`config.mk`:
```
export PLATFORM = sky130hd
export DESIGN_NAME = mh_prep
export DESIGN_NICKNAME = d
export VERILOG_FILES = /design/src/sv/mh_pkg.sv /design/src/sv/mh_prep.sv
export SDC_FILE = /design/constraint.sdc
export NUM_CORES = 1
export LEC_CHECK = 0
export BUFFER_PORTS_ARGS = -buffer_cell sky130_fd_sc_hd__clkbuf_2
export CAP_MARGIN = 10
export CORE_ASPECT_RATIO = 1.1
export CORE_MARGIN = 3
export CORE_UTILIZATION = 44
export CTS_CLUSTER_SIZE = 25
export DETAILED_ROUTE_END_ITERATION = 10
export PLACE_DENSITY = 0.78
export SYNTH_ARGS = -nofsm -noshare
export SYNTH_HDL_FRONTEND = slang
export SYNTH_SLANG_ARGS = --single-unit
```
`constraint.sdc`:
```
create_clock -name aclk -period 3.3 [get_ports aclk]
set_input_delay 0.66 -clock aclk [delete_from_list [all_inputs] [get_ports aclk]]
set_output_delay 0.66 -clock aclk [all_outputs]
set_load 0.02 [all_outputs]
```
`src/sv/mh_pkg.sv`:
```
// shared constants, types and angle table for the magnetometer heading block
package mh_pkg;

    localparam int CORDIC_STAGES = 16;
    localparam int STAGE_IDX_W   = 5;
    localparam int SAMPLE_W      = 13;
    localparam int CORR_W        = SAMPLE_W + 1;
    localparam int XY_W          = 32;
    localparam int XY_SCALE      = 16;
    localparam int Z_W           = 28;
    localparam int Z_FRAC        = 12;
    localparam int ANG_W         = Z_W - Z_FRAC;
    localparam int H_W           = 18;
    localparam int DECL_W        = 15;
    localparam int HEAD_W        = 15;
    localparam int CFG_ADDR_W    = 2;
    localparam int CFG_DATA_W    = 15;
    localparam int S_TDATA_W     = 32;
    localparam int M_TDATA_W     = 16;

    localparam logic signed [Z_W-1:0] HALF_TURN_ACC = 28'sd47185920;
    localparam logic signed [Z_W-1:0] ROUND_HALF    = 28'sd2048;
    localparam logic signed [H_W-1:0] FULL_TURN     = 18'sd23040;

    localparam logic signed [SAMPLE_W-1:0] X_BIAS_RST = 13'sd0;
    localparam logic signed [SAMPLE_W-1:0] Y_BIAS_RST = -13'sd116;
    localparam logic signed [DECL_W-1:0]   DECL_RST   = 15'sd156;
    localparam logic [HEAD_W-1:0]          ZERO_RST   = 15'd0;

    typedef enum logic [CFG_ADDR_W-1:0] {
        REG_X_BIAS       = 2'd0,
        REG_Y_BIAS       = 2'd1,
        REG_DECLINATION  = 2'd2,
        REG_ZERO_HEADING = 2'd3
    } mh_reg_idx_t;

    // vector in flight through the rotation chain
    typedef struct packed {
        logic signed [XY_W-1:0] x;
        logic signed [XY_W-1:0] y;
        logic signed [Z_W-1:0]  z;
        logic                   zero;
    } mh_vec_t;

    // atan(2^-i) in units of 1/(64*4096) degree
    function automatic logic signed [Z_W-1:0] atan_entry(input logic [STAGE_IDX_W-1:0] idx);
        logic signed [Z_W-1:0] val;
        case (idx)
            5'd0:    val = 28'sd11796480;
            5'd1:    val = 28'sd6963869;
            5'd2:    val = 28'sd3679517;
            5'd3:    val = 28'sd1867780;
            5'd4:    val = 28'sd937515;
            5'd5:    val = 28'sd469214;
            5'd6:    val = 28'sd234664;
            5'd7:    val = 28'sd117339;
            5'd8:    val = 28'sd58671;
            5'd9:    val = 28'sd29335;
            5'd10:   val = 28'sd14668;
            5'd11:   val = 28'sd7334;
            5'd12:   val = 28'sd3667;
            5'd13:   val = 28'sd1833;
            5'd14:   val = 28'sd917;
            5'd15:   val = 28'sd458;
            5'd16:   val = 28'sd229;
            5'd17:   val = 28'sd115;
            5'd18:   val = 28'sd57;
            5'd19:   val = 28'sd29;
            5'd20:   val = 28'sd14;
            5'd21:   val = 28'sd7;
            5'd22:   val = 28'sd4;
            5'd23:   val = 28'sd2;
            default: val = '0;
        endcase
        return val;
    endfunction

endpackage

```
`src/sv/mh_prep.sv`:
```
// input stage: hard-iron correction, half-plane fold and scaling into the rotation chain
module mh_prep
    import mh_pkg::*;
(
    input  logic                       aclk,
    input  logic                       aresetn,
    input  logic                       in_valid,
    output logic                       in_ready,
    input  logic signed [SAMPLE_W-1:0] x_raw,
    input  logic signed [SAMPLE_W-1:0] y_raw,
    input  logic signed [SAMPLE_W-1:0] x_bias,
    input  logic signed [SAMPLE_W-1:0] y_bias,
    output logic                       out_valid,
    input  logic                       out_ready,
    output mh_vec_t                    out_vec
);

    logic                     valid_reg;
    mh_vec_t                  vec_reg;
    mh_vec_t                  vec_next;
    logic signed [CORR_W-1:0] xc;
    logic signed [CORR_W-1:0] yc;
    logic signed [XY_W-1:0]   xw;
    logic signed [XY_W-1:0]   yw;

    assign in_ready  = !valid_reg || out_ready;
    assign out_valid = valid_reg;
    assign out_vec   = vec_reg;

    always_comb begin
        xc = CORR_W'(x_raw) - CORR_W'(x_bias);
        yc = CORR_W'(y_raw) - CORR_W'(y_bias);
        xw = XY_W'(xc);
        yw = XY_W'(yc);
        vec_next.zero = (xc == '0) && (yc == '0);
        vec_next.z    = '0;
        // left half-plane: turn by 180 degrees first
        if (xc < 0) begin
            vec_next.z = (yc >= 0) ? HALF_TURN_ACC : -HALF_TURN_ACC;
            xw = -xw;
            yw = -yw;
        end
        vec_next.x = xw <<< XY_SCALE;
        vec_next.y = yw <<< XY_SCALE;
    end

    always_ff @(posedge aclk) begin
        if (!aresetn) begin
            valid_reg <= 1'b0;
        end else if (in_ready) begin
            valid_reg <= in_valid;
        end
        if (in_ready && in_valid) begin
            vec_reg <= vec_next;
        end
    end

endmodule

```
=== After elaboration in Yosys (flattened, before gate mapping) ===
Index checks and enable logic that the tools add are counted.

* Add/sub/neg operators: 4
* Order comparisons: 2
* Multiplexer cells: 3
* Reduce and logical (&&, ||, !) cells: 6

{| class="wikitable"
|+ Operator list
! cell !! count
|-
| 16-bit 2-to-1 mux || 2
|-
| 14-bit negation with 16-bit output || 2
|-
| 14-bit zero test || 2
|-
| 28-bit 2-to-1 mux || 1
|-
| 13-bit by 13-bit subtractor with 14-bit output || 2
|-
| 14-bit by 1-bit greater-or-equal comparator with 1-bit output, second input constant || 1
|-
| 14-bit by 1-bit < comparator with 1-bit output, second input constant || 1
|-
| 1-bit logical AND || 2
|-
| 1-bit zero test || 1
|-
| 1-bit logical OR || 1
|}

* Register bits: 62
* Input port bits: 56
* Output and inout port bits: 95
* Logic and storage cells: 20

=== Longest topological paths before layout ===
* Depth after elaboration: 3
* Gate-level depth with buffers: 12
* Gate-level depth less buffers: 11

=== Worst setup path after synthesis ===
OpenSTA, ideal clock, no wires.

* Path kind: input-to-reg
* Start: input port y_bias[7]
* End: register vec_reg (netlist bit out_vec[58]), data pin
* Library setup time: 270 ps
* Data arrival time: 2960 ps
* Data required time: 3030 ps
* Slack: 70 ps
* Cell stages on the path: 10
* Buffers on the path: 0
* Path through: inv_1 > ha_1 > a21o_1 > a211oi_1 > or4b_1 > and2_1 > xor2_1 > nand4b_1 > o41ai_2 > xor2_1

{| class="wikitable"
|+ RTL lines
! element !! line !! source
|-
| start: declaration || mh_prep.sv:12 || <nowiki>input logic signed [SAMPLE_W-1:0] y_bias,</nowiki>
|-
| end signal: assignment || mh_prep.sv:54 || <nowiki>vec_reg <= vec_next;</nowiki>
|-
| end: declaration || mh_prep.sv:19 || <nowiki>mh_vec_t vec_reg;</nowiki>
|}

==> results.py <==
metrics = {
    "clock_tree": {
        "clk_transition_reported_paths_ns": 0.08,
        "clock_tree.buffer_depth": 2,
        "post_cts_resize_count": 0,
        "clock_tree.root_cell": "clkbuf_8",
        "cts_tree": "built",
        "h-tree-depth": 2,
        "cts_setup_buffers": 0,
        "cts_num_sinks": 37,
        "holdBufCountCts": 0,
        "clock_latency_ns": 0.29,
        "numCtsBuffers": 5,
    },
    "placed_design": {
        "number_of_buffers_added_on_ports": 98,
        "final_gp_congestion": 0.9279,
        "placed_cells": 596,
        "detailedPlacementHpwl_um": 5752,
        "pre_cts_slack_ns": -0.1477,
    },
    "grt": {
        "grt_pass1_wl_um": 11140,
        "track_usage_pct": 14.95,
        "overflow": 0,
        "number_of_global_route_vias_before_repair": 2612,
        "grt_max_degree": 37,
        "grt_antenna_before_repair": 0,
    },
    "synthesis": {
        "syn-mean-instance-area_sq_um": 9.143,
        "number_of_distinct_library_cells_after_synthesis": 51,
        "yosys_register_bits": 37,
        "synth.yosys.seq_area_share_pct": 31.94,
        "yosys_warnings": 0,
        "synth_area_in_simple_gates_pct": 13.94,
        "synth_xor_area_share_pct": 10.93,
        "synth_top_family_by_area": "buffers and inverters",
        "area_fraction_in_compound_gates_after_synthesis_pct": 14.48,
        "ys_async_sr_fraction_pct": 0,
        "multiplexer_share_of_the_synthesized_area_pct": 0,
        "synth_adder_area_share_pct": 11.32,
        "synth_cells": 377,
        "syn-cell-area_sq_um": 3447,
        "synth_edf_count": 36,
        "yosys_most_used_dff": "edfxtp_1",
    },
    "sta": {
        "final_period_minus_worst_setup_slack_ns": 3.171,
        "hold_violations": 0,
        "setup_ws_ns": 0.1287,
        "final_worst_path_period_share_pct": 96.10,
        "final-setup-viol-count": 0,
        "final.setup_skew_ns": 0.004608,
        "rsz0062_at_grt": "no",
        "worst-slew-pin-transition_ns": 0.8218,
        "timing.max_slew.rel_slack_pct": 45.21,
        "clock.fmax_mhz": 315.3,
        "finalMaxSlewViolations": 0,
    },
    "floorplan": {
        "design.die.area_sq_um": 8933,
        "placeableCoreArea_sq_um": 7515,
        "die_wd_um": 90.39,
        "die_height_um": 98.83,
        "effective_utilization_at_floorplan_pct": 45.87,
        "rows": 33,
        "floorplan.io_pins": 151,
    },
    "setup_path": {
        "timing_worst_setup_path_type": "primary input to flop",
        "crit_path_max_fanout": 4,
        "crit-reg2reg-launch": "out_valid",
        "regToRegSetupSlack_ns": 1.79,
        "critPathLaunchType": "primary input",
        "r2r_end": "out_vec[45]",
        "cp.arrival_ns": 3.21,
        "end_kind": "flop",
        "worstPathRequired_ns": 3.34,
        "worstRegToRegCells": 2,
    },
    "pwr": {
        "worst_ir_drop_vdd_mv": 0.1922,
        "p_int_uw": 1147,
        "total_leakage_power_uw": 0.002002,
        "logic_gate_share_of_total_power_pct": 45.9,
        "design_power_total_uw": 1849,
        "swShare_pct": 37.94,
        "pwr_density_cell_nw_per_um2": 449.4,
        "p_seq_share_pct": 36.0,
        "power_frac_clock_pct": 18.0,
        "p_sw_uw": 701.5,
    },
    "routing": {
        "postRouteWirelength_um": 7022,
        "vias": 2932,
        "detail_route.iter0.violations": 121,
        "ant_nets": 0,
        "detail_route.first_pass.iterations": 7,
        "routedWlPerCell_um": 11.63,
        "vias_per_cell": 4.854,
        "remaining_drc_errors": 0,
    },
    "final_layout": {
        "fillerInstances": 688,
        "nNetsFinal": 584,
        "area_delta_synth_final_pct": 19.35,
        "final-instance-count-excl-fill": 604,
        "layout-drive-gt1-share_pct": 28.26,
        "layout.cells.most_common": "clkbuf_2",
        "n_antenna_cell": 0,
        "layout.cells.most_common_list": "clkbuf_2, conb_1, inv_1",
    },
    "min_path": {
        "hold_end": "out_valid",
        "min_path_cells": 2,
        "hold_start": "out_valid",
        "hp_class": "flop to flop",
    },
    "run": {
        "max_cap_violations": 0,
    },
    "outcome": {
        "status": "finished clean",
    },
}
[flip-flops by register name (all words and copies together) (netlist names)]
register	cells
out_vec	36
out_valid	1
[worst max-delay path, cell delays in order]
cell       delay [ns]
clkbuf_2         0.07
inv_1            0.03
ha_1             0.21
fa_1             0.39
nor2b_1          0.16
o31ai_1          0.14
a21oi_2          0.24
a22oi_1          0.14
nor2b_1          0.18
a2111oi_1        0.53
buf_4            0.20
nor3_1           0.05
and4_1           0.21
[worst max path at each step]
| stage | from | end | depth (start not counted) | slack (ns) |
|---|---|---|---|---|
| after floorplan | y_bias[7] | out_vec[58] | 10 | 0.07 |
| after global placement | y_bias[4] | out_vec[59] | 11 | -0.07 |
| after detailed placement | y_bias[7] | out_vec[58] | 11 | -0.15 |
| after CTS | y_bias[7] | out_vec[58] | 11 | 0.16 |
| after global routing | x_raw[0] | out_vec[0] | 13 | 0.002 |
| final | x_raw[0] | out_vec[0] | 13 | 0.13 |
[power by group through the flow]
stage	sequential, uW	clock, uW	combinational (uW)
3_5_place_dp	676	0	847
6_report	666	334	849
3_3_place_gp	676	0	820
4_1_cts	667	343	849
5_1_grt	673	365	939
2_1_floorplan	772	0	536
[stage by stage]
stage | hold slack (ns) | TNS (ns) | utilization, % | instance area, sq um
CTS | 0.5584 | 0 | 54.61 | 4104
finish | 0.5508 | 0 | 54.75 | 4114
detailed placement | 0.5471 | -0.8364 | 53.33 | 4008
global placement | 0.5176 | -0.1930 | 53.33 | 4008
global route | 0.5843 | 0 | 54.75 | 4114
floorplan | 0.7496 | 0 | - | 3646
[area by class of cell]
class	count	area, sq um	area share (%)
Tap cell	105	131.4	3.193
Clock inverter	2	13.76	0.3345
Clock buffer	6	82.58	2.007
Multi-Input combinational cell	293	1961	47.66
Inverter	37	138.9	3.376
Timing Repair Buffer	124	685.7	16.67
Sequential cell	37	1101	26.76
[cells by family (layout without fill, tap and decap cells)]
group                      count (synthesis)  in the layout
AOI/OAI and AO/OA                         76             76
xor gates and xnor gates                  43             43
adders and majority gates                 30             30
buffers and inverters                    100            169
DFF                                       37             37
other                                      1             54
and+or+nand+nor                           90             90
[synthesized netlist by cell type, types with 2 or more instances]
| master | number | share of area, % |
|---|---|---|
| a21oi_1 | 14 | 2.0 |
| o21ai_0 | 24 | 3.5 |
| nand3b_1 | 3 | 0.65 |
| and2_1 | 3 | 0.54 |
| nand4b_1 | 3 | 0.76 |
| ha_1 | 28 | 10 |
| nand2b_1 | 3 | 0.54 |
| buf_2 | 2 | 0.29 |
| o21bai_1 | 3 | 0.65 |
| o211ai_1 | 2 | 0.44 |
| or3_4 | 2 | 0.65 |
| nor3_1 | 5 | 0.73 |
| nor2b_1 | 6 | 1.1 |
| nand3_1 | 5 | 0.73 |
| or3_1 | 3 | 0.54 |
| buf_4 | 58 | 13 |
| a21boi_0 | 4 | 0.87 |
| o31ai_1 | 5 | 1.1 |
| inv_1 | 37 | 4.0 |
| nor4_1 | 4 | 0.73 |
| and3_1 | 4 | 0.73 |
| xnor2_1 | 26 | 6.6 |
| fa_1 | 2 | 1.2 |
| clkbuf_1 | 2 | 0.22 |
| nand2_1 | 22 | 2.4 |
| o21a_1 | 8 | 1.7 |
| xor2_1 | 17 | 4.3 |
| edfxtp_1 | 36 | 31 |
| a31oi_1 | 2 | 0.36 |
| nor2_1 | 21 | 2.3 |
| a21o_1 | 3 | 0.65 |
[layer usage]
| metal | global-route usage (%) | routed length [um] |
|---|---|---|
| met5 | 0 | 0 |
| met4 | 4.240 | 105 |
| met3 | 4.122 | 545 |
| met2 | 27.13 | 3521 |
| met1 | 17.24 | 2850 |
No activity file was read; power rests on OpenSTA's default activity.
