<file path="src/sv/mh_pkg.sv">
// shared constants, types and angle table for the magnetometer heading block
package mh_pkg;

    localparam int CORDIC_STAGES = 16;
    localparam int STAGE_IDX_W   = 5;
    localparam int SAMPLE_W      = 13;
    localparam int CORR_W        = SAMPLE_W + 1;
    localparam int XY_W          = 32;
    localparam int XY_SCALE      = 16;
    localparam int Z_W           = 28;
    localparam int Z_FRAC        = 12;
    localparam int ANG_W         = Z_W - Z_FRAC;
    localparam int H_W           = 18;
    localparam int DECL_W        = 15;
    localparam int HEAD_W        = 15;
    localparam int CFG_ADDR_W    = 2;
    localparam int CFG_DATA_W    = 15;
    localparam int S_TDATA_W     = 32;
    localparam int M_TDATA_W     = 16;

    localparam logic signed [Z_W-1:0] HALF_TURN_ACC = 28'sd47185920;
    localparam logic signed [Z_W-1:0] ROUND_HALF    = 28'sd2048;
    localparam logic signed [H_W-1:0] FULL_TURN     = 18'sd23040;

    localparam logic signed [SAMPLE_W-1:0] X_BIAS_RST = 13'sd0;
    localparam logic signed [SAMPLE_W-1:0] Y_BIAS_RST = -13'sd116;
    localparam logic signed [DECL_W-1:0]   DECL_RST   = 15'sd156;
    localparam logic [HEAD_W-1:0]          ZERO_RST   = 15'd0;

    typedef enum logic [CFG_ADDR_W-1:0] {
        REG_X_BIAS       = 2'd0,
        REG_Y_BIAS       = 2'd1,
        REG_DECLINATION  = 2'd2,
        REG_ZERO_HEADING = 2'd3
    } mh_reg_idx_t;

    // vector in flight through the rotation chain
    typedef struct packed {
        logic signed [XY_W-1:0] x;
        logic signed [XY_W-1:0] y;
        logic signed [Z_W-1:0]  z;
        logic                   zero;
    } mh_vec_t;

    // atan(2^-i) in units of 1/(64*4096) degree
    function automatic logic signed [Z_W-1:0] atan_entry(input logic [STAGE_IDX_W-1:0] idx);
        logic signed [Z_W-1:0] val;
        case (idx)
            5'd0:    val = 28'sd11796480;
            5'd1:    val = 28'sd6963869;
            5'd2:    val = 28'sd3679517;
            5'd3:    val = 28'sd1867780;
            5'd4:    val = 28'sd937515;
            5'd5:    val = 28'sd469214;
            5'd6:    val = 28'sd234664;
            5'd7:    val = 28'sd117339;
            5'd8:    val = 28'sd58671;
            5'd9:    val = 28'sd29335;
            5'd10:   val = 28'sd14668;
            5'd11:   val = 28'sd7334;
            5'd12:   val = 28'sd3667;
            5'd13:   val = 28'sd1833;
            5'd14:   val = 28'sd917;
            5'd15:   val = 28'sd458;
            5'd16:   val = 28'sd229;
            5'd17:   val = 28'sd115;
            5'd18:   val = 28'sd57;
            5'd19:   val = 28'sd29;
            5'd20:   val = 28'sd14;
            5'd21:   val = 28'sd7;
            5'd22:   val = 28'sd4;
            5'd23:   val = 28'sd2;
            default: val = '0;
        endcase
        return val;
    endfunction

endpackage

</file>
<file path="src/sv/mh_out.sv">
// output stage: zero-heading reference, final wrap and clamp
module mh_out
    import mh_pkg::*;
(
    input  logic                  aclk,
    input  logic                  aresetn,
    input  logic                  in_valid,
    output logic                  in_ready,
    input  logic signed [H_W-1:0] in_h,
    input  logic [HEAD_W-1:0]     zero_heading,
    output logic                  out_valid,
    input  logic                  out_ready,
    output logic [HEAD_W-1:0]     out_heading
);

    logic                  valid_reg;
    logic [HEAD_W-1:0]     heading_reg;
    logic [HEAD_W-1:0]     heading_next;
    logic signed [H_W-1:0] d;
    logic signed [H_W-1:0] d_up;

    assign in_ready    = !valid_reg || out_ready;
    assign out_valid   = valid_reg;
    assign out_heading = heading_reg;

    always_comb begin
        d    = in_h - $signed(H_W'(zero_heading));
        d_up = (d < 0) ? d + FULL_TURN : d;
        if (d_up < 0) begin
            heading_next = '0;
        end else if (d_up > FULL_TURN) begin
            heading_next = HEAD_W'(FULL_TURN);
        end else begin
            heading_next = d_up[HEAD_W-1:0];
        end
    end

    always_ff @(posedge aclk) begin
        if (!aresetn) begin
            valid_reg <= 1'b0;
        end else if (in_ready) begin
            valid_reg <= in_valid;
        end
        if (in_ready && in_valid) begin
            heading_reg <= heading_next;
        end
    end

endmodule

</file>
<file path="config.mk">
export PLATFORM = sky130hd
export DESIGN_NAME = mh_out
export DESIGN_NICKNAME = d
export VERILOG_FILES = /design/src/sv/mh_pkg.sv /design/src/sv/mh_out.sv
export SDC_FILE = /design/constraint.sdc
export NUM_CORES = 1
export LEC_CHECK = 0
export BUFFER_PORTS_ARGS = -buffer_cell sky130_fd_sc_hd__buf_2
export CAP_MARGIN = 20
export CORE_ASPECT_RATIO = 1.4
export CORE_MARGIN = 2
export CORE_UTILIZATION = 46
export DETAILED_ROUTE_END_ITERATION = 8
export PLACE_DENSITY = 0.76
export SLEW_MARGIN = 20
export SYNTH_ARGS = -nofsm -noshare
export SYNTH_HDL_FRONTEND = slang
export SYNTH_SLANG_ARGS = --single-unit
</file>
<file path="constraint.sdc">
create_clock -name aclk -period 4.23 [get_ports aclk]
set_input_delay 0.846 -clock aclk [delete_from_list [all_inputs] [get_ports aclk]]
set_output_delay 0.846 -clock aclk [all_outputs]
set_load 0.1 [all_outputs]
</file>
### Yosys cells after proc, flatten, opt, wreduce, memory -nomap -nowiden

Index checks and enable logic that the tools add are counted.

* register bits: 16
* bits in latches: 0
* RAM bits: 0
* memory bits (read-only): 0
* memories kept: 0

* add/sub/neg operators: 2
* $mul: 0
* div/mod/pow operators: 0
* magnitude comparators: 3
* eq/ne operators: 0
* shift operators: 0
* mux-type cells: 2
* bitwise gates (word level): 0
* reductions and logical operators: 4

Operators by type and width (number)
* < comparator 18 x 1 -> 1 bit, second input constant: 2
* adder 18 x 16 -> 18 bit, second input constant: 1
* greater-than comparator 18 x 16 -> 1 bit, second input constant: 1
* two-way mux 18 bit: 1
* subtractor 18 x 16 -> 18 bit: 1
* two-way mux 15 bit: 1
* OR reduction 2 bit: 1
* logical AND 1 bit: 1
* zero test 1 bit: 1
* logical OR 1 bit: 1

### Logic depth before layout (Yosys ltp)

Gate-level depths: netlist of the first run.

* depth after elaboration: 5
* mapped depth: 16
* gate-level depth less buffers: 15

### Worst setup path before layout of the first run

OpenSTA, ideal clock, no wires.

* kind: input to register
* start: input in_h[0]
* end: register heading_reg[5], in the netlist out_heading[5], data pin
* arrival: 3.697 ns
* required time: 3.966 ns
* setup slack: 0.270 ns
* stages on the path: 16
* path buffers: 1
* cell sequence: inv_1 ha_1 inv_1 fa_1 a211oi_2 o31ai_4 o21ai_2 and3b_2 nor2_1 ha_1 nor3_4 o21a_2 a211oi_2 nor4_4 buf_6 nor3_2

* cells in the longest elaborated chain, start to end: 5
* elaborated cells on any way between the ends: 7
* classes of those cells: add/sub (2); order compare (3); mux (1); reduce/logical (1)

Ends and longest elaborated chain
* start, declared: RTL line mh_out.sv:9 `input logic signed [H_W-1:0] in_h,`
* subtractor 18 x 16 -> 18 bit *: RTL line mh_out.sv:27 `d = in_h - $signed(H_W'(zero_heading));`
* adder 18 x 16 -> 18 bit or < comparator 18 x 1 -> 1 bit (tied branches): RTL line mh_out.sv:28 `d_up = (d < 0) ? d + FULL_TURN : d;`
* two-way mux 18 bit *: RTL line mh_out.sv:28
* < comparator 18 x 1 -> 1 bit or greater-than comparator 18 x 16 -> 1 bit (tied branches): RTL line mh_out.sv:29, mh_out.sv:31
* OR reduction 2 bit (no source line)
* end signal, assigned: RTL line mh_out.sv:45 `heading_reg <= heading_next;`
* end, declared: RTL line mh_out.sv:17 `logic [HEAD_W-1:0] heading_reg;`

Every way passes the cells marked *; elsewhere a longest branch is shown, timed or not.
A chain may end at the register's enable or synchronous reset.

### Final worst setup path of the first run

* start: input in_h[0]
* end: register heading_reg[7], in the netlist out_heading[7], data pin

Same word-level chain as after synthesis.

==> flow_metrics.tcl, run 1 <==
set metrics [dict create \
    fin_area_um2 2880 \
    cts_buffer_depth 2 \
    critPathArrivalTime_ps 4030 \
    power.density_nw_per_um2 332.3 \
    yosys.area.top_type_share_pct 19.50 \
    portBuffers 53 \
    row_count 30 \
    dp_hpwl_mm 4.307 \
    crit_type "in -> reg" \
    fmax_ghz 0.2472 \
    grt_max_degree 16 \
    areaGrowthSynthToFinish_pct 24.70 \
    synth_fa_ha_area_share_pct 9.534 \
    critPathMaxStageDelay_ps 440 \
    htree_num_levels 1 \
    finalCritPeriodShare_pct 95.62 \
    synth_compound_area_share_pct 29.85 \
    synth_mux_area_share_pct 0.8667 \
    hold_path_startpoint "out_valid" \
    core-area_um2 4842 \
    yosys.area.top_type "edfxtp_1" \
    async_flop_share_pct 0 \
    vias 2228 \
    dieWidth_um 63.89 \
    ctsRootBufferMaster "clkbuf_8" \
    p_leak_nw 1.278 \
    place_area_um2 2780 \
    reg2reg_to "out_heading[11]" \
    synth_commonest_cells "21 x inv_1, 20 x nor2_1, 16 x ha_1, 15 x edfxtp_1, 13 x nand2_1" \
    synth_cells 249 \
    tightest_slew_ps 684.3 \
    p_seq_share_pct 20.9 \
    yosys.area_share.simple_pct 28.66 \
    cts_buffers 3 \
    gp_congestion 0.8744 \
    maxSlewHeadroom_pct 53.99 \
    combPwrFrac_pct 67.6 \
    start_util_pct 47.70 \
    hold_buffers 0 \
    clock_latency_ps 240 \
    power.switching_mw 0.4526 \
    dp_cells 383 \
    nets 382 \
    synthTopCellsByArea "edfxtp_1 20%, ha_1 8.7%, nor3_2 4.8%" \
    synthMostInstantiatedCell "inv_1" \
    pre_cts_ws_ps -41.58 \
    clkPwrFrac_pct 11.5 \
    antenna_left 0 \
    hold_violations 0 \
    drt_wl_total_mm 5.267 \
    synth_edf_count 15 \
    skew_ps 1.870 \
    drive_above_1_share_pct 41.28 \
    ys_types 82 \
    slew_viol_final 0 \
    fin_crit_ps 4045 \
    ff2ff_setup_slack_ps 2940 \
    grt_antenna_before_repair 0 \
    seq_area_frac_synth_pct 20.37 \
    timing.final.ws_setup_ps 185.1 \
    post_synth_xor_area_fraction_pct 4.171 \
    die_y_um 87.84 \
    internal-power_mw 0.5044 \
    finalSetupViolCount 0 \
    switching_share_pct 47.29 \
    reg2regPathDepth 2 \
    syn_nets 303 \
    yosysWarnings 0 \
    rsz0062_at_grt "false" \
    cap_violations 0 \
    end_kind "flop" \
    synth_top_family_by_area "compound AO/OA/AOI/OAI gates" \
    status "completed" \
    detail_route.vias_per_cell 5.698 \
    min_to "out_valid" \
    hold_path_class "reg -> reg" \
    grt_pass1_wl_mm 8.983 \
    ir_drop_mv 0.1069 \
    die_area_um2 5612 \
    path_cells "buf_2 > inv_1 > ha_1 > inv_1 > fa_2 > a211oi_4 > o31ai_4 > o211a_4 > or2_4 > a311oi_4 > buf_4 > or3_2 > nand4_4 > nor4_4 > buf_4 > nor3_2" \
    path_max_fanout 5 \
    drc 0 \
    reg2reg_from "out_valid" \
    clk_pin_slew_ps 60 \
    cts_num_sinks 16 \
    antenna_cells 0 \
    ys.flop_type "edfxtp_1" \
    tns_ps 0 \
    grt_pass1_vias 2139 \
    gr-total-overflow 0 \
    io_pins 54 \
    cp_slowest_cell "nor4_4" \
    stdcell_count 391 \
    grt_usage_pct 19.49 \
    fin_total_pwr_mw 0.9570 \
    drt_iter0_drc 112 \
    netlist_area_um2 2310 \
    dr.pass1.iters 5 \
    critPathLaunchType "input port" \
    hold_path_depth 2 \
    ys_ff_latch 16 \
    cts_tree "yes" \
    synth_area_per_cell_um2 9.276 \
    wl_per_cell_um 13.47 \
    critPathRequiredTime_ps 4220 \
]
## through the flow
step                      hold slack [ps]  util, %
final                               532.4    59.48
after global routing                583.9    59.48
after CTS                           534.9    58.35
after detailed placement            526.0    57.42
after global placement              514.6    57.42
after floorplan                     984.8        -
## final cells by class
cell class	instances	area, um2
Multi-Input combinational cell	205	1714
Timing Repair Buffer	81	491.7
Sequential cell	16	470.5
Fill cell	440	1962
Inverter	21	78.83
Clock buffer	4	45.04
Tap cell	64	80.08
## how the worst max path moves through the flow
stage | start | endpoint | slack, ps | cells past startpoint
final | in_h[0] | out_heading[7] | 190 | 16
after global routing | in_h[0] | out_heading[7] | 4 | 16
after CTS | in_h[0] | out_heading[1] | 200 | 17
after detailed placement | in_h[0] | out_heading[1] | -40 | 17
after global placement | in_h[0] | out_heading[11] | 30 | 15
after floorplan | in_h[0] | out_heading[5] | 270 | 16
## metal layers
layer | track usage [%] | share of wire (%) | vias up
li1 | - | - | 1115
met1 | 21.47 | 40 | 1054
met5 | 0 | 0 | -
met2 | 39.39 | 55 | 55
met3 | 1.157 | 3.3 | 4
met4 | 5.534 | 1.1 | 0
## registers in the layout, indices dropped and copies added, names as in the netlist
register	flops
out_valid	1
out_heading	15
## cell usage in the layout (no fill, tap or decap), types with 4 or more instances in the layout
| cell type | n |
|---|---|
| inv_1 | 21 |
| o211ai_1 | 5 |
| nor3_2 | 12 |
| ha_1 | 16 |
| o21ai_0 | 6 |
| nor3_1 | 8 |
| buf_2 | 53 |
| nand2_1 | 13 |
| and2_1 | 4 |
| buf_4 | 26 |
| xnor2_1 | 8 |
| nand3_1 | 4 |
| nor2_1 | 20 |
| a21o_1 | 5 |
| edfxtp_1 | 15 |
| a21oi_1 | 10 |
## critical path: cells and delay by family
family / cells / cell delay (ps)
buffers and inverters: 5 / 620
AND/OR/NAND/NOR: 5 / 970
adder cells (fa/ha/maj): 2 / 540
AO/OA/AOI/OAI: 4 / 1030
## what timing repair did
| action | in CTS | in global routing |
|---|---|---|
| setup endpoints to repair | 0 | 14 |
| setup buffers | 0 | 3 |
| resized for setup | 0 | 7 |
## kinds of logic after synthesis
group / after synthesis
simple gates: 98
compound gates: 77
buf+inv: 28
fa+ha+maj: 17
flops: 16
xor+xnor: 11
mux: 2
## power by group through the flow
stage	combinational (mW)	clock [mW]	sequential [mW]
global route	0.694	0.118	0.202
detailed placement	0.613	0	0.204
floorplan	0.359	0	0.330
global placement	0.603	0	0.203
CTS	0.615	0.111	0.201
finish	0.647	0.110	0.200
Power figures use the tool's default switching activity.
==> inputs of run 2 (changes only) <==
- CORE_MARGIN: 2 -> 1
==> run 2 against run 1 <==
Against the previous run: register-to-register slack is essentially flat; clock skew hardly changed; critical path depth up 1; via count is 0.67% higher; largest cell class unchanged.
==> flow_metrics.tcl, run 2 (synthesis gave the netlist of run 1 again) <==
set metrics [dict create \
    grt_pass1_wl_mm 8.894 \
    fillers 431 \
    stdcell_count 385 \
    gp_congestion 0.8920 \
    cts_buffers 3 \
    dp_hpwl_mm 4.343 \
    hold_path_depth 2 \
    nets 376 \
    end_kind "flop" \
    fmax_ghz 0.2492 \
    vias 2243 \
    final_common_cell "buf_2" \
    start_util_pct 47.70 \
    gr-total-overflow 0 \
    multi_input_area_um2 1698 \
    row_count 30 \
    pre_cts_ws_ps -35.58 \
    die_y_um 85.84 \
    grt_antenna_before_repair 0 \
    portBuffers 53 \
    cts_num_sinks 16 \
    drt_iter0_drc 39 \
    grt_usage_pct 21.15 \
    hold_violations 0 \
    seq_area_um2 470.5 \
    cap_violations 0 \
    maxSlewHeadroom_pct 53.44 \
    place_area_um2 2778 \
    finalSetupViolCount 0 \
    grt_max_degree 16 \
    wl_per_cell_um 13.37 \
    cts_buffer_depth 2 \
    fin_hold_ws_ps 558.3 \
    critPathLaunchType "input port" \
    status "completed" \
    largest_register_ffs 15 \
    detail_route.vias_per_cell 5.826 \
    cp_slowest_cell "fa_1" \
    path_max_fanout 11 \
    path_cells "buf_2 > inv_1 > ha_1 > inv_1 > fa_1 > a211oi_2 > o31ai_4 > o21ai_2 > and3b_2 > nor2_1 > ha_1 > nor3_4 > o21a_2 > a211oi_2 > nor4_4 > buf_12 > nor3b_1" \
    clk_pin_slew_ps 50 \
    clock_latency_ps 240 \
    dieWidth_um 61.89 \
    critPathMaxStageDelay_ps 410 \
    drive_above_1_share_pct 39.56 \
    tightest_slew_ps 692.4 \
    reg2regPathDepth 2 \
    die_area_um2 5312 \
    hold_path_class "reg -> reg" \
    timing.final.ws_setup_ps 217.6 \
    finalCritPeriodShare_pct 94.86 \
    dp_cells 381 \
    skew_ps 1.443 \
    grt_pass1_vias 2165 \
    power.density_nw_per_um2 331.4 \
    ff2ff_setup_slack_ps 2930 \
    hold_buffers 0 \
    areaGrowthSynthToFinish_pct 22.43 \
    ctsRootBufferMaster "clkbuf_8" \
    critPathRequiredTime_ps 4200 \
    fin_area_um2 2828 \
    critPathArrivalTime_ps 3980 \
    htree_num_levels 1 \
    core-area_um2 4842 \
    p_leak_nw 1.251 \
    antenna_cells 0 \
    fin_total_pwr_mw 0.9372 \
    fin_crit_ps 4012 \
    ir_drop_mv 0.1340 \
    dr.pass1.iters 4 \
    io_pins 54 \
    antenna_left 0 \
    cts_tree "yes" \
    drc 0 \
    slew_viol_final 0 \
    crit_type "in -> reg" \
    drt_wl_total_mm 5.149 \
    layout_common_cells "53 x buf_2, 21 x inv_1, 20 x nor2_1, 20 x buf_4, 16 x ha_1" \
]
## run 2: cell types whose count changed in the layout (fill, tap and decap cells not counted), sizes merged
cell / previous run / this run
clkinv: 0 / 1
clkbuf: 4 / 3
buf: 81 / 75
## run 2: what timing repair did
item | in CTS | in global routing
gates resized for setup | 0 | 1
endpoints found under the setup margin | 0 | 1
setup buffers | 0 | 0
## run 2: report_power, final
part	switching (mW)	internal, mW	total, mW
clock	0.0438	0.0641	0.108
combinational	0.400	0.229	0.629
sequential	0.00325	0.197	0.200
total	0.447	0.490	0.937
## run 2: metal layers
| layer | vias to the layer above | track usage, % | share of wire, % |
|---|---|---|---|
| li1 | 1102 | - | - |
| met1 | 1074 | 22.29 | 40 |
| met2 | 55 | 40.96 | 55 |
| met3 | 12 | 1.810 | 2.3 |
| met4 | 0 | 7.475 | 2.1 |
| met5 | - | 0 | 0 |
## run 2: worst max-delay path, delay by kind of cell
kind                     cells  cell delay, ps
AO/OA/AOI/OAI                5             830
AND/OR/NAND/NOR              5            1050
buffers and inverters        4             400
adder cells (fa/ha/maj)      3             860
## run 2: path summary, 6_finish.rpt
kind / to / from
worst min register to register: out_valid / out_valid
worst max-delay path: out_heading[1] / in_h[0]
worst min-delay path: out_valid / out_valid
worst max register to register: out_heading[12] / out_valid
## run 2: cell type report
type,count,share of cell area [%]
inverters,21,2.788
flip-flops and latches,16,16.64
clock buffers,3,1.460
repair buffers,75,16.11
well taps,64,2.832
clock inverters,1,0.1327
multi-input cells,205,60.04
## run 2: metrics by stage
| step | utilization (%) | TNS [ps] |
|---|---|---|
| after floorplan | - | 0 |
| after global placement | 57.36 | 0 |
| after detailed placement | 57.36 | -236.9 |
| after CTS | 58.29 | 0 |
| after global routing | 58.40 | -20.72 |
| final | 58.40 | 0 |
