[config.mk]
export PLATFORM = sky130hd
export DESIGN_NAME = mh_wrap
export DESIGN_NICKNAME = d
export VERILOG_FILES = /design/src/sv/mh_pkg.sv /design/src/sv/mh_wrap.sv
export SDC_FILE = /design/constraint.sdc
export NUM_CORES = 1
export LEC_CHECK = 0
export BUFFER_PORTS_ARGS = -buffer_cell sky130_fd_sc_hd__buf_2
export CAP_MARGIN = 20
export CORE_MARGIN = 2
export CORE_UTILIZATION = 40
export DETAILED_ROUTE_END_ITERATION = 8
export PLACE_DENSITY = 0.84
export SYNTH_ARGS = -nofsm -noshare
export SYNTH_HDL_FRONTEND = slang
export SYNTH_SLANG_ARGS = --single-unit
[constraint.sdc]
create_clock -name aclk -period 5.5 [get_ports aclk]
set_input_delay 0.55 -clock aclk [delete_from_list [all_inputs] [get_ports aclk]]
set_output_delay 0.55 -clock aclk [all_outputs]
set_load 0.1 [all_outputs]
[src/sv/mh_pkg.sv]
// shared constants, types and angle table for the magnetometer heading block
package mh_pkg;

    localparam int CORDIC_STAGES = 16;
    localparam int STAGE_IDX_W   = 5;
    localparam int SAMPLE_W      = 13;
    localparam int CORR_W        = SAMPLE_W + 1;
    localparam int XY_W          = 32;
    localparam int XY_SCALE      = 16;
    localparam int Z_W           = 28;
    localparam int Z_FRAC        = 12;
    localparam int ANG_W         = Z_W - Z_FRAC;
    localparam int H_W           = 18;
    localparam int DECL_W        = 15;
    localparam int HEAD_W        = 15;
    localparam int CFG_ADDR_W    = 2;
    localparam int CFG_DATA_W    = 15;
    localparam int S_TDATA_W     = 32;
    localparam int M_TDATA_W     = 16;

    localparam logic signed [Z_W-1:0] HALF_TURN_ACC = 28'sd47185920;
    localparam logic signed [Z_W-1:0] ROUND_HALF    = 28'sd2048;
    localparam logic signed [H_W-1:0] FULL_TURN     = 18'sd23040;

    localparam logic signed [SAMPLE_W-1:0] X_BIAS_RST = 13'sd0;
    localparam logic signed [SAMPLE_W-1:0] Y_BIAS_RST = -13'sd116;
    localparam logic signed [DECL_W-1:0]   DECL_RST   = 15'sd156;
    localparam logic [HEAD_W-1:0]          ZERO_RST   = 15'd0;

    typedef enum logic [CFG_ADDR_W-1:0] {
        REG_X_BIAS       = 2'd0,
        REG_Y_BIAS       = 2'd1,
        REG_DECLINATION  = 2'd2,
        REG_ZERO_HEADING = 2'd3
    } mh_reg_idx_t;

    // vector in flight through the rotation chain
    typedef struct packed {
        logic signed [XY_W-1:0] x;
        logic signed [XY_W-1:0] y;
        logic signed [Z_W-1:0]  z;
        logic                   zero;
    } mh_vec_t;

    // atan(2^-i) in units of 1/(64*4096) degree
    function automatic logic signed [Z_W-1:0] atan_entry(input logic [STAGE_IDX_W-1:0] idx);
        logic signed [Z_W-1:0] val;
        case (idx)
            5'd0:    val = 28'sd11796480;
            5'd1:    val = 28'sd6963869;
            5'd2:    val = 28'sd3679517;
            5'd3:    val = 28'sd1867780;
            5'd4:    val = 28'sd937515;
            5'd5:    val = 28'sd469214;
            5'd6:    val = 28'sd234664;
            5'd7:    val = 28'sd117339;
            5'd8:    val = 28'sd58671;
            5'd9:    val = 28'sd29335;
            5'd10:   val = 28'sd14668;
            5'd11:   val = 28'sd7334;
            5'd12:   val = 28'sd3667;
            5'd13:   val = 28'sd1833;
            5'd14:   val = 28'sd917;
            5'd15:   val = 28'sd458;
            5'd16:   val = 28'sd229;
            5'd17:   val = 28'sd115;
            5'd18:   val = 28'sd57;
            5'd19:   val = 28'sd29;
            5'd20:   val = 28'sd14;
            5'd21:   val = 28'sd7;
            5'd22:   val = 28'sd4;
            5'd23:   val = 28'sd2;
            default: val = '0;
        endcase
        return val;
    endfunction

endpackage

[src/sv/mh_wrap.sv]
// rounds the angle, adds declination and folds into one turn
module mh_wrap
    import mh_pkg::*;
(
    input  logic                     aclk,
    input  logic                     aresetn,
    input  logic                     in_valid,
    output logic                     in_ready,
    input  mh_vec_t                  in_vec,
    input  logic signed [DECL_W-1:0] declination,
    output logic                     out_valid,
    input  logic                     out_ready,
    output logic signed [H_W-1:0]    out_h
);

    logic                    valid_reg;
    logic signed [H_W-1:0]   h_reg;
    logic signed [H_W-1:0]   h_next;
    logic signed [Z_W-1:0]   z_rnd;
    logic signed [ANG_W-1:0] ang;
    logic signed [H_W-1:0]   h_sum;
    logic signed [H_W-1:0]   h_up;

    assign in_ready  = !valid_reg || out_ready;
    assign out_valid = valid_reg;
    assign out_h     = h_reg;

    always_comb begin
        z_rnd  = in_vec.z + ROUND_HALF;
        ang    = in_vec.zero ? '0 : z_rnd[Z_W-1:Z_FRAC];
        h_sum  = H_W'(ang) + H_W'(declination);
        h_up   = (h_sum < 0) ? h_sum + FULL_TURN : h_sum;
        // exactly one full turn is kept as is
        h_next = (h_up > FULL_TURN) ? h_up - FULL_TURN : h_up;
    end

    always_ff @(posedge aclk) begin
        if (!aresetn) begin
            valid_reg <= 1'b0;
        end else if (in_ready) begin
            valid_reg <= in_valid;
        end
        if (in_ready && in_valid) begin
            h_reg <= h_next;
        end
    end

endmodule

---- After elaboration in Yosys (flattened, before gate mapping) ----
Index checks and enable logic that the tools add are counted.
storage, ports and cells
  bits in registers ....................... 19
  input port bits ......................... 112
  output and inout bits ................... 20
  word-level logic and storage cells ...... 14
operators by class
  $add $sub $neg .......................... 4
  $lt $le $gt $ge ......................... 2
  reductions and logical operators ........ 3
  multiplexer cells ....................... 3
operator list
  kind                                                                    count
  18-bit 2-to-1 mux                                                       2
  28-bit by 13-bit adder with 28-bit output, second input constant        1
  17-bit by 16-bit adder with 18-bit output, second input constant        1
  18-bit by 16-bit > comparator with 1-bit output, second input constant  1
  18-bit by 16-bit subtractor with 18-bit output, second input constant   1
  16-bit by 15-bit adder with 17-bit output                               1
  17-bit by 1-bit < comparator with 1-bit output, second input constant   1
  16-bit 2-to-1 mux                                                       1
  1-bit logical AND                                                       1
  1-bit zero test                                                         1
  1-bit logical OR                                                        1

---- Logic depth before layout (Yosys ltp) ----
Gate-level depths: netlist of the first run.
  depth in word-level cells ............... 7
  depth in mapped cells ................... 21
  gate-level depth less buffers ........... 19

---- Least setup slack after synthesis of the first run ----
No wires, ideal clock.
  kind .................................... input -> register
  start point ............................. in in_vec[12] (netlist name)
  end point ............................... reg h_reg[12] (netlist: out_h[12]) (data pin)
  setup slack ............................. 902 ps
  arrival time ............................ 4330 ps
  stages on the path ...................... 17
  path buffers ............................ 1
  cell sequence ........................... ha_1 -> nand3_1 -> nor2_1 -> and4_1 -> nand3_1 -> xor2_1 -> nor2_1 -> ha_1 -> clkbuf_1 -> nor2b_1 -> mux2_4 -> nor4b_1 -> o21ai_2 -> a2111oi_4 -> a31oi_1 -> a211oi_1 -> xnor2_1
between the ends
  longest elaborated chain between the ends .. 7
  elaborated cells between the ends (all ways) .. 9
  classes of those cells .................. 4 x add/sub; 2 x order compare; 3 x mux
RTL lines
  item                                                                                                                      RTL line       RTL
  start, declared                                                                                                           mh_wrap.sv:9   input mh_vec_t in_vec,
  28-bit by 13-bit adder with 28-bit output (*)                                                                             mh_wrap.sv:29  z_rnd = in_vec.z + ROUND_HALF;
  16-bit 2-to-1 mux (*)                                                                                                     mh_wrap.sv:30  ang = in_vec.zero ? '0 : z_rnd[Z_W-1:Z_FRAC];
  16-bit by 15-bit adder with 17-bit output (*)                                                                             mh_wrap.sv:31  h_sum = H_W'(ang) + H_W'(declination);
  17-bit by 16-bit adder with 18-bit output / 17-bit by 1-bit < comparator with 1-bit output (equally long branches)        mh_wrap.sv:32  h_up = (h_sum < 0) ? h_sum + FULL_TURN : h_sum;
  18-bit 2-to-1 mux (*)                                                                                                     mh_wrap.sv:32
  18-bit by 16-bit subtractor with 18-bit output / 18-bit by 16-bit > comparator with 1-bit output (equally long branches)  mh_wrap.sv:34  h_next = (h_up > FULL_TURN) ? h_up - FULL_TURN : h_up;
  18-bit 2-to-1 mux (*)                                                                                                     mh_wrap.sv:34
  named net h_next[12]                                                                                                      mh_wrap.sv:18  logic signed [H_W-1:0] h_next;
  end signal, assigned                                                                                                      mh_wrap.sv:44  h_reg <= h_next;
  end, declared                                                                                                             mh_wrap.sv:17  logic signed [H_W-1:0] h_reg;
The timed path passes the listed nets; every way through them passes the cells marked *.
A chain may end at the register's enable or synchronous reset.

---- Worst setup path in the final report of the first run ----
  start point ............................. in in_vec[14] (netlist name)
  end point ............................... reg h_reg[11] (netlist: out_h[11]) (data pin)
Same word-level chain as after synthesis.

==> reports/summary.txt, run 1 <==
Final Routed Wirelength: 5247 um
Crit path kind: in -> reg
Final ANT Viol Nets: 0
DR vias: 2306
Rel. slew slack: 26.64%
Number of enable flip-flop cells after synthesis: 18
First-pass GRT wire length: 9094 um
Main area contributors after synthesis: edfxtp_1 22%, ha_1 9.7%, xor2_1 6.1%, xnor2_1 5.7%, nor2_1 5.5%
DP HPWL: 4525 um
Endpoints failing setup: 0
Hold Buf Count CTS: 0
Max-slew violation count: 0
RSZ-0062 raised after global routing: no
Starting Density: 41.50%
Finished Layout Cells: 425
Placed insts: 421
# nets final: 483
Worst Setup Start Kind: input port
Combinational family with the most area after synthesis: compound AO/OA/AOI/OAI gates
Number of remaining DRC errors: 0
Count leader, synth: nor2_1
GRT overflow: 0
Synthesized area: 2457 um^2
Synth Area in XOR/XNOR: 11.76%
Die height: 82.38 um
# Post-CTS Setup Buffers: 0
PwrDens: 320.4 nW/um^2
Asr flop ratio synth: 0%
Mean Syn Cell Area: 8.246 um^2
Critical Path End Type: flop
CTS buffer count: 3
Setup_tns: 0 ns
Routability congestion estimate: 0.8413
Worst EP required: 5.50 ns
Vias per Instance: 5.426
Sequential area share after synthesis: 22.81%
Lkg Pwr: 1.221 nW
Layout cells sized above 1: 20.57%
Area leader, netlist: edfxtp_1
Crit path max fanout: 14
Synth Area in Compound Gates: 26.63%
H-tree levels: 1
Hold Fails Final Rpt: 0
First-pass DRT Iterations: 4
Largest net degree at the start of global routing: 19
Clk Latency, worst-skew pair: 0.25 ns
Syn Inst Count: 298
Cell variety after synth: 63
CTS tree: yes
Run status: complete, no violations
Flops & latches, synth: 19
Initial antenna violation count: 0
Placement Rows: 28
Initial DRC count: 102
Fillers: 615
CTS max path bufs: 2
Period utilisation layout: 88.24%
Final min period: 4.853 ns
Clock skew: 0.0007094 ns
CTS sink cnt: 19
Per-cell routed wire length: 12.35 um
Simple-gate portion of the synthesized area: 23.42%
Die W: 82.38 um
Layout area overhead: 16.24%
GRT Resource Usage Total: 16.48%
CTS root buffer: clkbuf_8
Synth Net Count: 430
Synth Area in Adders: 10.49%
Total core area: 5921 um^2
Peak supply drop: 272.5 uV
Vias in the first global route: 2105
WP data arrival: 4.86 ns
Post-cts resize count: 0
Max-Cap Viols: 0
Full die area: 6786 um^2
FMAX: 206.0 MHz
Clock-pin slew on the worst setup and hold paths: 0.06 ns
Io pins: 132
Mux cell area share after synthesis: 1.884%
Yosys warns: 0
Yosys top cell area share: 22.00%
Worst Tran Pin Value: 1.091 ns
# port buffers: 56
Ant diodes: 0
Hold crit path type: reg -> reg
Prevailing post-synth register cell: edfxtp_1
Post-synth top cells: 36 x nor2_1, 20 x nand2_1, 19 x ha_1
worst max-delay path: stages:
cell and delay (ns):
buf_2 0.11, and3_1 0.22, nand2_1 0.08, nor2_1 0.22, and4_1 0.30, nand2_1 0.08, xor2_1 0.12, nor2_1 0.05
ha_1 0.44, nor2b_1 0.22, mux2_4 0.27, or4b_1 0.68, a211oi_4 0.30, xnor2_1 0.17, a2111oi_4 0.36, a31oi_1 0.26
a211oi_1 0.32, xnor2_1 0.09
logic make-up (layout without fill, tap and decap cells):
logic type      count (synthesis)  after routing
compound gates                 88             88
fa+ha+maj                      20             20
simple gates                  115            115
buf+inv                        19             71
flops                          19             19
mux                             4              4
xor+xnor                       33             33
layout by cell type (no fill, tap or decap), types with 4 or more instances in the layout:
cell type / instances
and2_1: 5
inv_1: 8
xor2_1: 17
nand2_1: 20
buf_2: 56
and3_1: 5
a21o_1: 9
a21oi_1: 14
nand4_1: 4
o21ai_0: 10
a31oi_1: 7
nand2b_1: 8
ha_1: 19
edfxtp_1: 18
nand3_1: 18
a211oi_1: 6
xnor2_1: 16
o211ai_1: 4
o21ai_1: 5
nor2_1: 36
metal layers:
layer | vias up | part of all wire [%] | wire length (um) | GRT usage, %
li1 | 1223 | - | - | -
met1 | 1022 | 49 | 2562 | 21.99
met2 | 56 | 46 | 2412 | 29.44
met3 | 5 | 4.3 | 224 | 0.6522
met4 | 0 | 0.88 | 46 | 3.500
met5 | - | 0 | 0 | 0
area by class of cell:
cell class                      count  area [um^2]  area share [%]
Sequential cell                    19        560.5           19.62
Inverter                            8        30.03           1.051
Multi-Input combinational cell    260         1823           63.82
Tap cell                           75        93.84           3.285
Timing Repair Buffer               59        302.8           10.60
Clock buffer                        3        41.29           1.445
Clock inverter                      1        5.005          0.1752
state kept, by name (all words and copies together), names as in the netlist:
signal and count:
out_valid 1, out_h 18
per-stage QoR:
| stage | total power [mW] | util (%) | area [um^2] | setup slack [ns] | hold slack, ns |
|---|---|---|---|---|---|
| 6_report | 0.9153 | 48.25 | 2856 | 0.6468 | 0.5486 |
| 5_1_grt | 0.9802 | 48.25 | 2856 | 0.2877 | 0.5511 |
| 4_1_cts | 0.9199 | 48.25 | 2856 | 0.6273 | 0.5529 |
| 3_5_place_dp | 0.8262 | 47.46 | 2810 | 0.3727 | 0.5612 |
| 3_3_place_gp | 0.8141 | 47.46 | 2810 | 0.4636 | 0.5009 |
| 2_1_floorplan | 0.7243 | - | 2457 | 0.9023 | 0.6888 |
worst paths after layout:
kind	cells after the start	end	startpoint	slack, ns
hold / removal	2	out_valid$_SDFFE_PN0N_	out_valid$_SDFFE_PN0N_	0.55
hold reg to reg	2	out_valid$_SDFFE_PN0N_	out_valid$_SDFFE_PN0N_	0.55
setup / recovery	18	out_h[11]$_DFFE_PP_	in_vec[14]	0.65
setup reg to reg	2	out_h[14]$_DFFE_PP_	out_valid$_SDFFE_PN0N_	4.11
report_power, final:
| part | switching (mW) | total (mW) | internal, mW |
|---|---|---|---|
| combinational | 0.435 | 0.613 | 0.178 |
| sequential | 0.00552 | 0.210 | 0.205 |
| clock | 0.0417 | 0.0920 | 0.0503 |
Power figures use the tool's default switching activity.
==> run 2, diff against run 1 <==
--- a/config.mk
+++ b/config.mk
@@ -7,9 +7,10 @@
 export LEC_CHECK = 0
 export BUFFER_PORTS_ARGS = -buffer_cell sky130_fd_sc_hd__buf_2
 export CAP_MARGIN = 20
-export CORE_MARGIN = 2
+export CORE_MARGIN = 4
 export CORE_UTILIZATION = 40
 export DETAILED_ROUTE_END_ITERATION = 8
+export GPL_TIMING_DRIVEN = 0
 export PLACE_DENSITY = 0.84
 export SYNTH_ARGS = -nofsm -noshare
 export SYNTH_HDL_FRONTEND = slang
==> reports/summary.txt, run 2 (synthesized netlist as in run 1, its figures left out) <==
Hold Fails Final Rpt: 0 (unchanged)
Vias in the first global route: 2250 (+6.9%)
Io pins: 132 (unchanged)
Critical Path End Type: flop
GRT Resource Usage Total: 15.40% (-1.1 points)
Post-cts resize count: 0 (unchanged)
Final ANT Viol Nets: 0 (unchanged)
Die W: 86.38 um (+4.9%)
Reg2reg start: out_valid$_SDFFE_PN0N_
First-pass GRT wire length: 9625 um (+5.8%)
Switch Pwr: 0.4905 mW (+1.7%)
Clock skew: 0.001498 ns (+0.0007889 ns)
Routability congestion estimate: 0.8461 (+0.57%)
Finished Layout Cells: 434 (+2.1%)
Layout cells sized above 1: 20.33% (-0.24 points)
Worst Setup Start Kind: input port
Max-Cap Viols: 0 (unchanged)
Worst min-delay path startpoint: out_valid$_SDFFE_PN0N_
First-pass DRT Iterations: 4 (unchanged)
Clock-pin slew on the worst setup and hold paths: 0.07 ns (about the same)
Endpoints failing setup: 0 (unchanged)
Layout area overhead: 17.52%
Hold crit path type: reg -> reg
Int Pwr: 0.4305 mW (-0.51%)
Hold Buf Count CTS: 0 (unchanged)
Max-slew violation count: 0 (unchanged)
Worst EP required: 5.48 ns (-0.02 ns)
CTS sink cnt: 19 (unchanged)
Leading cell type in the layout, fill and taps excluded: buf_2
Starting Density: 41.26% (-0.24 points)
Number of flip-flops in the largest register: 18 (unchanged)
CTS root buffer: clkbuf_8
Worst Setup SP: in_vec[12]
Clock Power Share: 10.0% (about the same)
Die height: 86.38 um (+4.9%)
RSZ-0062 raised after global routing: no
Sw frac: 53.26% (+0.54 points)
DR vias: 2419 (+4.9%)
Crit path max fanout: 10 (-4)
FMAX: 198.2 MHz (-3.8%)
Per-cell routed wire length: 13.29 um (+7.6%)
Final Routed Wirelength: 5766 um (+9.9%)
Lkg Pwr: 1.230 nW (+0.73%)
Gate power share: 67.1% (about the same)
Vias per Instance: 5.574 (+2.7%)
Largest net degree at the start of global routing: 19 (unchanged)
CTS tree: yes
Setup_tns: 0 ns (unchanged)
Total power: 0.9211 mW (+0.63%)
PwrDens: 319.0 nW/um^2 (-0.46%)
Placement Rows: 28 (unchanged)
# Post-CTS Setup Buffers: 0 (unchanged)
DP HPWL: 4906 um (+8.4%)
Sequential share of power: 22.9% (about the same)
CTS buffer count: 3 (unchanged)
# nets final: 492 (+1.9%)
Clk Latency, worst-skew pair: 0.25 ns (about the same)
Number of remaining DRC errors: 0 (unchanged)
Rel. slew slack: 33.45% (+6.8 points)
Worst Tran Pin Value: 0.9911 ns (-0.09992 ns)
WP data arrival: 5.03 ns (+0.17 ns)
H-tree levels: 1 (unchanged)
Peak supply drop: 265.6 uV (-2.5%)
CTS max path bufs: 2 (unchanged)
# port buffers: 56 (unchanged)
Placed insts: 430 (+2.1%)
Final min period: 5.044 ns (+0.1909 ns)
Full die area: 7462 um^2 (+9.9%)
Crit path kind: in -> reg
Initial antenna violation count: 0 (unchanged)
Total core area: 5956 um^2 (+0.59%)
Ant diodes: 0 (unchanged)
R2R setup slack: 4.11 ns (about the same)
GRT overflow: 0 (unchanged)
Most frequent cells in the layout: 59 x buf_2, 36 x nor2_1, 20 x nand2_1
Util after Layout: 48.49% (+0.24 points)
Run status: complete, no violations
Period utilisation layout: 91.71% (+3.5 points)
Initial DRC count: 125 (+23%)
## run 2: cell count changes in the layout (fill, tap and decap cells not counted), sizes merged
cell,delta
buf,+1
clkbuf,+8
## run 2: power groups by stage
stage / combinational [mW] / sequential (mW) / clock (mW)
floorplan: 0.294 / 0.430 / 0
global placement: 0.597 / 0.213 / 0
detailed placement: 0.614 / 0.215 / 0
CTS: 0.616 / 0.212 / 0.0951
global route: 0.666 / 0.214 / 0.103
finish: 0.618 / 0.211 / 0.0920
## run 2: worst max-delay path: stages
cell and delay [ns]:
buf_2 0.09, ha_1 0.18, nand3_1 0.16, nor2_1 0.15, nand2_1 0.08, xor2_1 0.13, nor2_1 0.05, ha_1 0.29
clkbuf_1 0.31, and2_1 0.20, a41oi_1 0.13, xnor2_1 0.81, ha_1 0.39, inv_1 0.13, xnor2_1 0.15, o41ai_1 0.25
nand4_1 0.19, a31oi_1 0.44, a211oi_1 0.16, xnor2_1 0.17
## run 2: cell type report
cell class	count	area, um^2
tap	75	93.84
multi-input combinational	260	1828
clock buffer	3	41.29
inverter	8	30.03
buffer	11	43.79
clock inverter	1	5.005
fill	587	3068
sequential	19	560.5
timing repair buffer	57	285.3
## run 2: through the flow
stage,instance area (um^2),worst slack (ns),hold slack (ns)
finish,2888,0.4558,0.5217
global route,2888,0.02997,0.5481
CTS,2883,0.4711,0.5262
detailed placement,2836,0.1977,0.5166
global placement,2831,0.2203,0.5010
floorplan,2457,0.9023,0.6888
## run 2: worst paths after layout
kind                                          endpoint  cells after the start
worst max-delay path               out_h[12]$_DFFE_PP_                     20
worst min-delay path            out_valid$_SDFFE_PN0N_                      2
worst max register to register     out_h[17]$_DFFE_PP_                      2
worst min register to register  out_valid$_SDFFE_PN0N_                      2
## run 2: metal layers
| layer | part of all wire [%] | up-vias | GRT usage (%) |
|---|---|---|---|
| met1 | 44 | 1092 | 19.05 |
| met4 | 0.82 | 0 | 2.691 |
| li1 | - | 1237 | - |
| met3 | 6.2 | 6 | 1.901 |
| met5 | 0 | - | 0 |
| met2 | 49 | 84 | 28.72 |
==> run 3, diff against run 2 <==
--- a/config.mk
+++ b/config.mk
@@ -7,11 +7,13 @@
 export LEC_CHECK = 0
 export BUFFER_PORTS_ARGS = -buffer_cell sky130_fd_sc_hd__buf_2
 export CAP_MARGIN = 20
+export CELL_PAD_IN_SITES_DETAIL_PLACEMENT = 0
+export CELL_PAD_IN_SITES_GLOBAL_PLACEMENT = 1
 export CORE_MARGIN = 4
-export CORE_UTILIZATION = 40
+export CORE_UTILIZATION = 32
 export DETAILED_ROUTE_END_ITERATION = 8
 export GPL_TIMING_DRIVEN = 0
-export PLACE_DENSITY = 0.84
+export PLACE_DENSITY = 0.93
 export SYNTH_ARGS = -nofsm -noshare
 export SYNTH_HDL_FRONTEND = slang
 export SYNTH_SLANG_ARGS = --single-unit
==> reports/summary.txt, run 3 (synthesized netlist as in run 1, its figures left out) <==
Run status: complete, no violations
Final min period: 4.892 ns (-0.1520 ns)
Initial DRC count: 74 (-41%)
Period utilisation layout: 88.95% (-2.8 points)
Hold Crit Depth: 2 (unchanged)
Largest net degree at the start of global routing: 19 (unchanged)
CTS sink cnt: 19 (unchanged)
Max-slew violation count: 0 (unchanged)
Worst EP required: 5.48 ns (about the same)
Pre-CTS WS: 0.2479 ns (+0.05013 ns)
Critical Path End Type: flop
Final ANT Viol Nets: 0 (unchanged)
Ant diodes: 0 (unchanged)
Total core area: 7370 um^2 (+24%)
# port buffers: 56 (unchanged)
RSZ-0062 raised after global routing: no
Setup ws final: 0.6079 ns (+0.1520 ns)
First-pass DRT Iterations: 4 (unchanged)
DR vias: 2362 (-2.4%)
Number of flip-flops in the largest register: 18 (unchanged)
Reg2reg end: out_h[0]$_DFFE_PP_
Layout area overhead: 19.25%
CTS buffer count: 3 (unchanged)
First-pass GRT wire length: 9466 um (-1.7%)
Buf/Inv on CP: 3 (unchanged)
Register Area: 560.5 um^2 (unchanged)
Worst Tran Pin Value: 0.7983 ns (-0.1929 ns)
Peak supply drop: 114.8 uV (-57%)
Worst Setup Start Kind: input port
CTS max path bufs: 2 (unchanged)
Io pins: 132 (unchanged)
Crit path max fanout: 10 (unchanged)
CTS root buffer: clkbuf_8
R2R depth: 2 (unchanged)
WP data arrival: 4.88 ns (-0.15 ns)
Die height: 95.63 um (+11%)
Placement Rows: 31 (+11%)
Clk Latency, worst-skew pair: 0.25 ns (about the same)
Endpoints failing setup: 0 (unchanged)
Final Routed Wirelength: 5634 um (-2.3%)
Multi-input gate area: 1836 um^2 (+0.41%)
# Post-CTS Setup Buffers: 0 (unchanged)
Layout cells sized above 1: 20.33% (unchanged)
Crit path cell chain: buf_2 > ha_1 > nand3_1 > nor2_1 > and4_1 > nand3_1 > xor2_1 > nor2_1 > ha_1 > clkbuf_1 > nor2b_1 > mux2_4 > or4b_1 > buf_2 > a211oi_4 > xnor2_1 > a2111oi_4 > a31oi_1 > a21oi_2 > a31oi_1
Full die area: 9145 um^2 (+23%)
Clock-pin slew on the worst setup and hold paths: 0.07 ns (about the same)
Leading cell type in the layout, fill and taps excluded: buf_2
CTS tree: yes
Initial antenna violation count: 0 (unchanged)
Max-Cap Viols: 0 (unchanged)
GRT Resource Usage Total: 12.29% (-3.1 points)
Worst Hold Path EP: out_valid$_SDFFE_PN0N_
FMAX: 204.4 MHz (+3.1%)
Rel. slew slack: 46.78% (+13 points)
Clock skew: 0.003608 ns (+0.002109 ns)
Lkg Pwr: 1.234 nW (+0.29%)
Fillers: 782 (+33%)
Biggest cell delay along the critical path: 0.50 ns (-0.31 ns)
Hold Fails Final Rpt: 0 (unchanged)
Reg2reg start: out_valid$_SDFFE_PN0N_
R2R setup slack: 4.08 ns (-0.03 ns)
Die W: 95.63 um (+11%)
GRT overflow: 0 (unchanged)
Worst min-delay path startpoint: out_valid$_SDFFE_PN0N_
Crit path kind: in -> reg
Top delay family on crit path: simple AND/OR/NAND/NOR gates
Hold Buf Count CTS: 0 (unchanged)
Starting Density: 33.34% (-7.9 points)
DP HPWL: 4762 um (-2.9%)
CP max-delay cell: or4b_1
Vias per Instance: 5.157 (-7.5%)
Most frequent cells in the layout: 58 x buf_2, 36 x nor2_1, 20 x nand2_1
Setup_tns: 0 ns (unchanged)
Per-cell routed wire length: 12.30 um (-7.4%)
Vias in the first global route: 2173 (-3.4%)
Routability congestion estimate: 0.8137 (-3.8%)
Number of remaining DRC errors: 0 (unchanged)
H-tree levels: 1 (unchanged)
# nets final: 492 (unchanged)
Hold crit path type: reg -> reg
PwrDens: 313.9 nW/um^2 (-1.6%)
Fin Hold WS: 0.5200 ns (-0.001671 ns)
run 3: cell count changes in the layout (fill, tap and decap cells not counted):
cell | before | now
clkbuf_1 | 8 | 9
clkinv_2 | 1 | 0
clkdlybuf4s15_2 | 0 | 1
xnor2_2 | 0 | 1
buf_2 | 59 | 58
xnor2_1 | 16 | 15
run 3: routing by layer:
metal,vias up,GRT usage [%],part of all wire (%)
li1,1241,-,-
met1,1066,16.63,50
met2,53,21.42,45
met3,2,1.342,4.7
met4,0,1.777,0.30
met5,-,0,0
run 3: what timing repair did:
item,in CTS,in global routing
resized for setup,0,2
endpoints found under the setup margin,0,4
endpoints found under the hold margin,0,0
run 3: through the flow:
step	instance area (um^2)	cells	utilization [%]	power, mW
after floorplan	2457	298	-	0.7243
after global placement	2861	453	38.83	0.8170
after detailed placement	2873	454	38.98	0.8261
after CTS	2918	458	39.59	0.9201
after global routing	2930	458	39.76	0.9863
final	2930	458	39.76	0.9199
run 3: cell type report:
type / instances / share of cell area, %
Clock buffer: 4 / 1.537
Multi-Input combinational cell: 260 / 62.64
Tap cell: 99 / 4.227
Inverter: 8 / 1.025
Sequential cell: 19 / 19.13
Buffer: 11 / 1.494
Timing Repair Buffer: 57 / 9.949
run 3: how the worst max path moves through the flow:
| stage | start | cells after the start | endpoint |
|---|---|---|---|
| after global routing | in_vec[13] | 22 | out_h[15]$_DFFE_PP_ |
| after global placement | in_vec[12] | 18 | out_h[13]$_DFFE_PP_ |
| after floorplan | in_vec[12] | 17 | out_h[12]$_DFFE_PP_ |
| after detailed placement | in_vec[12] | 20 | out_h[13]$_DFFE_PP_ |
| final | in_vec[12] | 20 | out_h[14]$_DFFE_PP_ |
| after CTS | in_vec[12] | 20 | out_h[13]$_DFFE_PP_ |
run 3: worst reg2reg max path: cells and delay by family (launching register included):
family / cells / cell delay (ns)
and+or+nand+nor: 2 / 0.75
DFF: 1 / 0.31
run 3: where the power goes:
part | switching (mW) | total [mW] | leakage (nW) | internal, mW
Combinational | 0.439 | 0.617 | 1.03 | 0.177
Sequential | 0.00563 | 0.210 | 0.183 | 0.205
Clock | 0.0418 | 0.0931 | 0.0228 | 0.0513
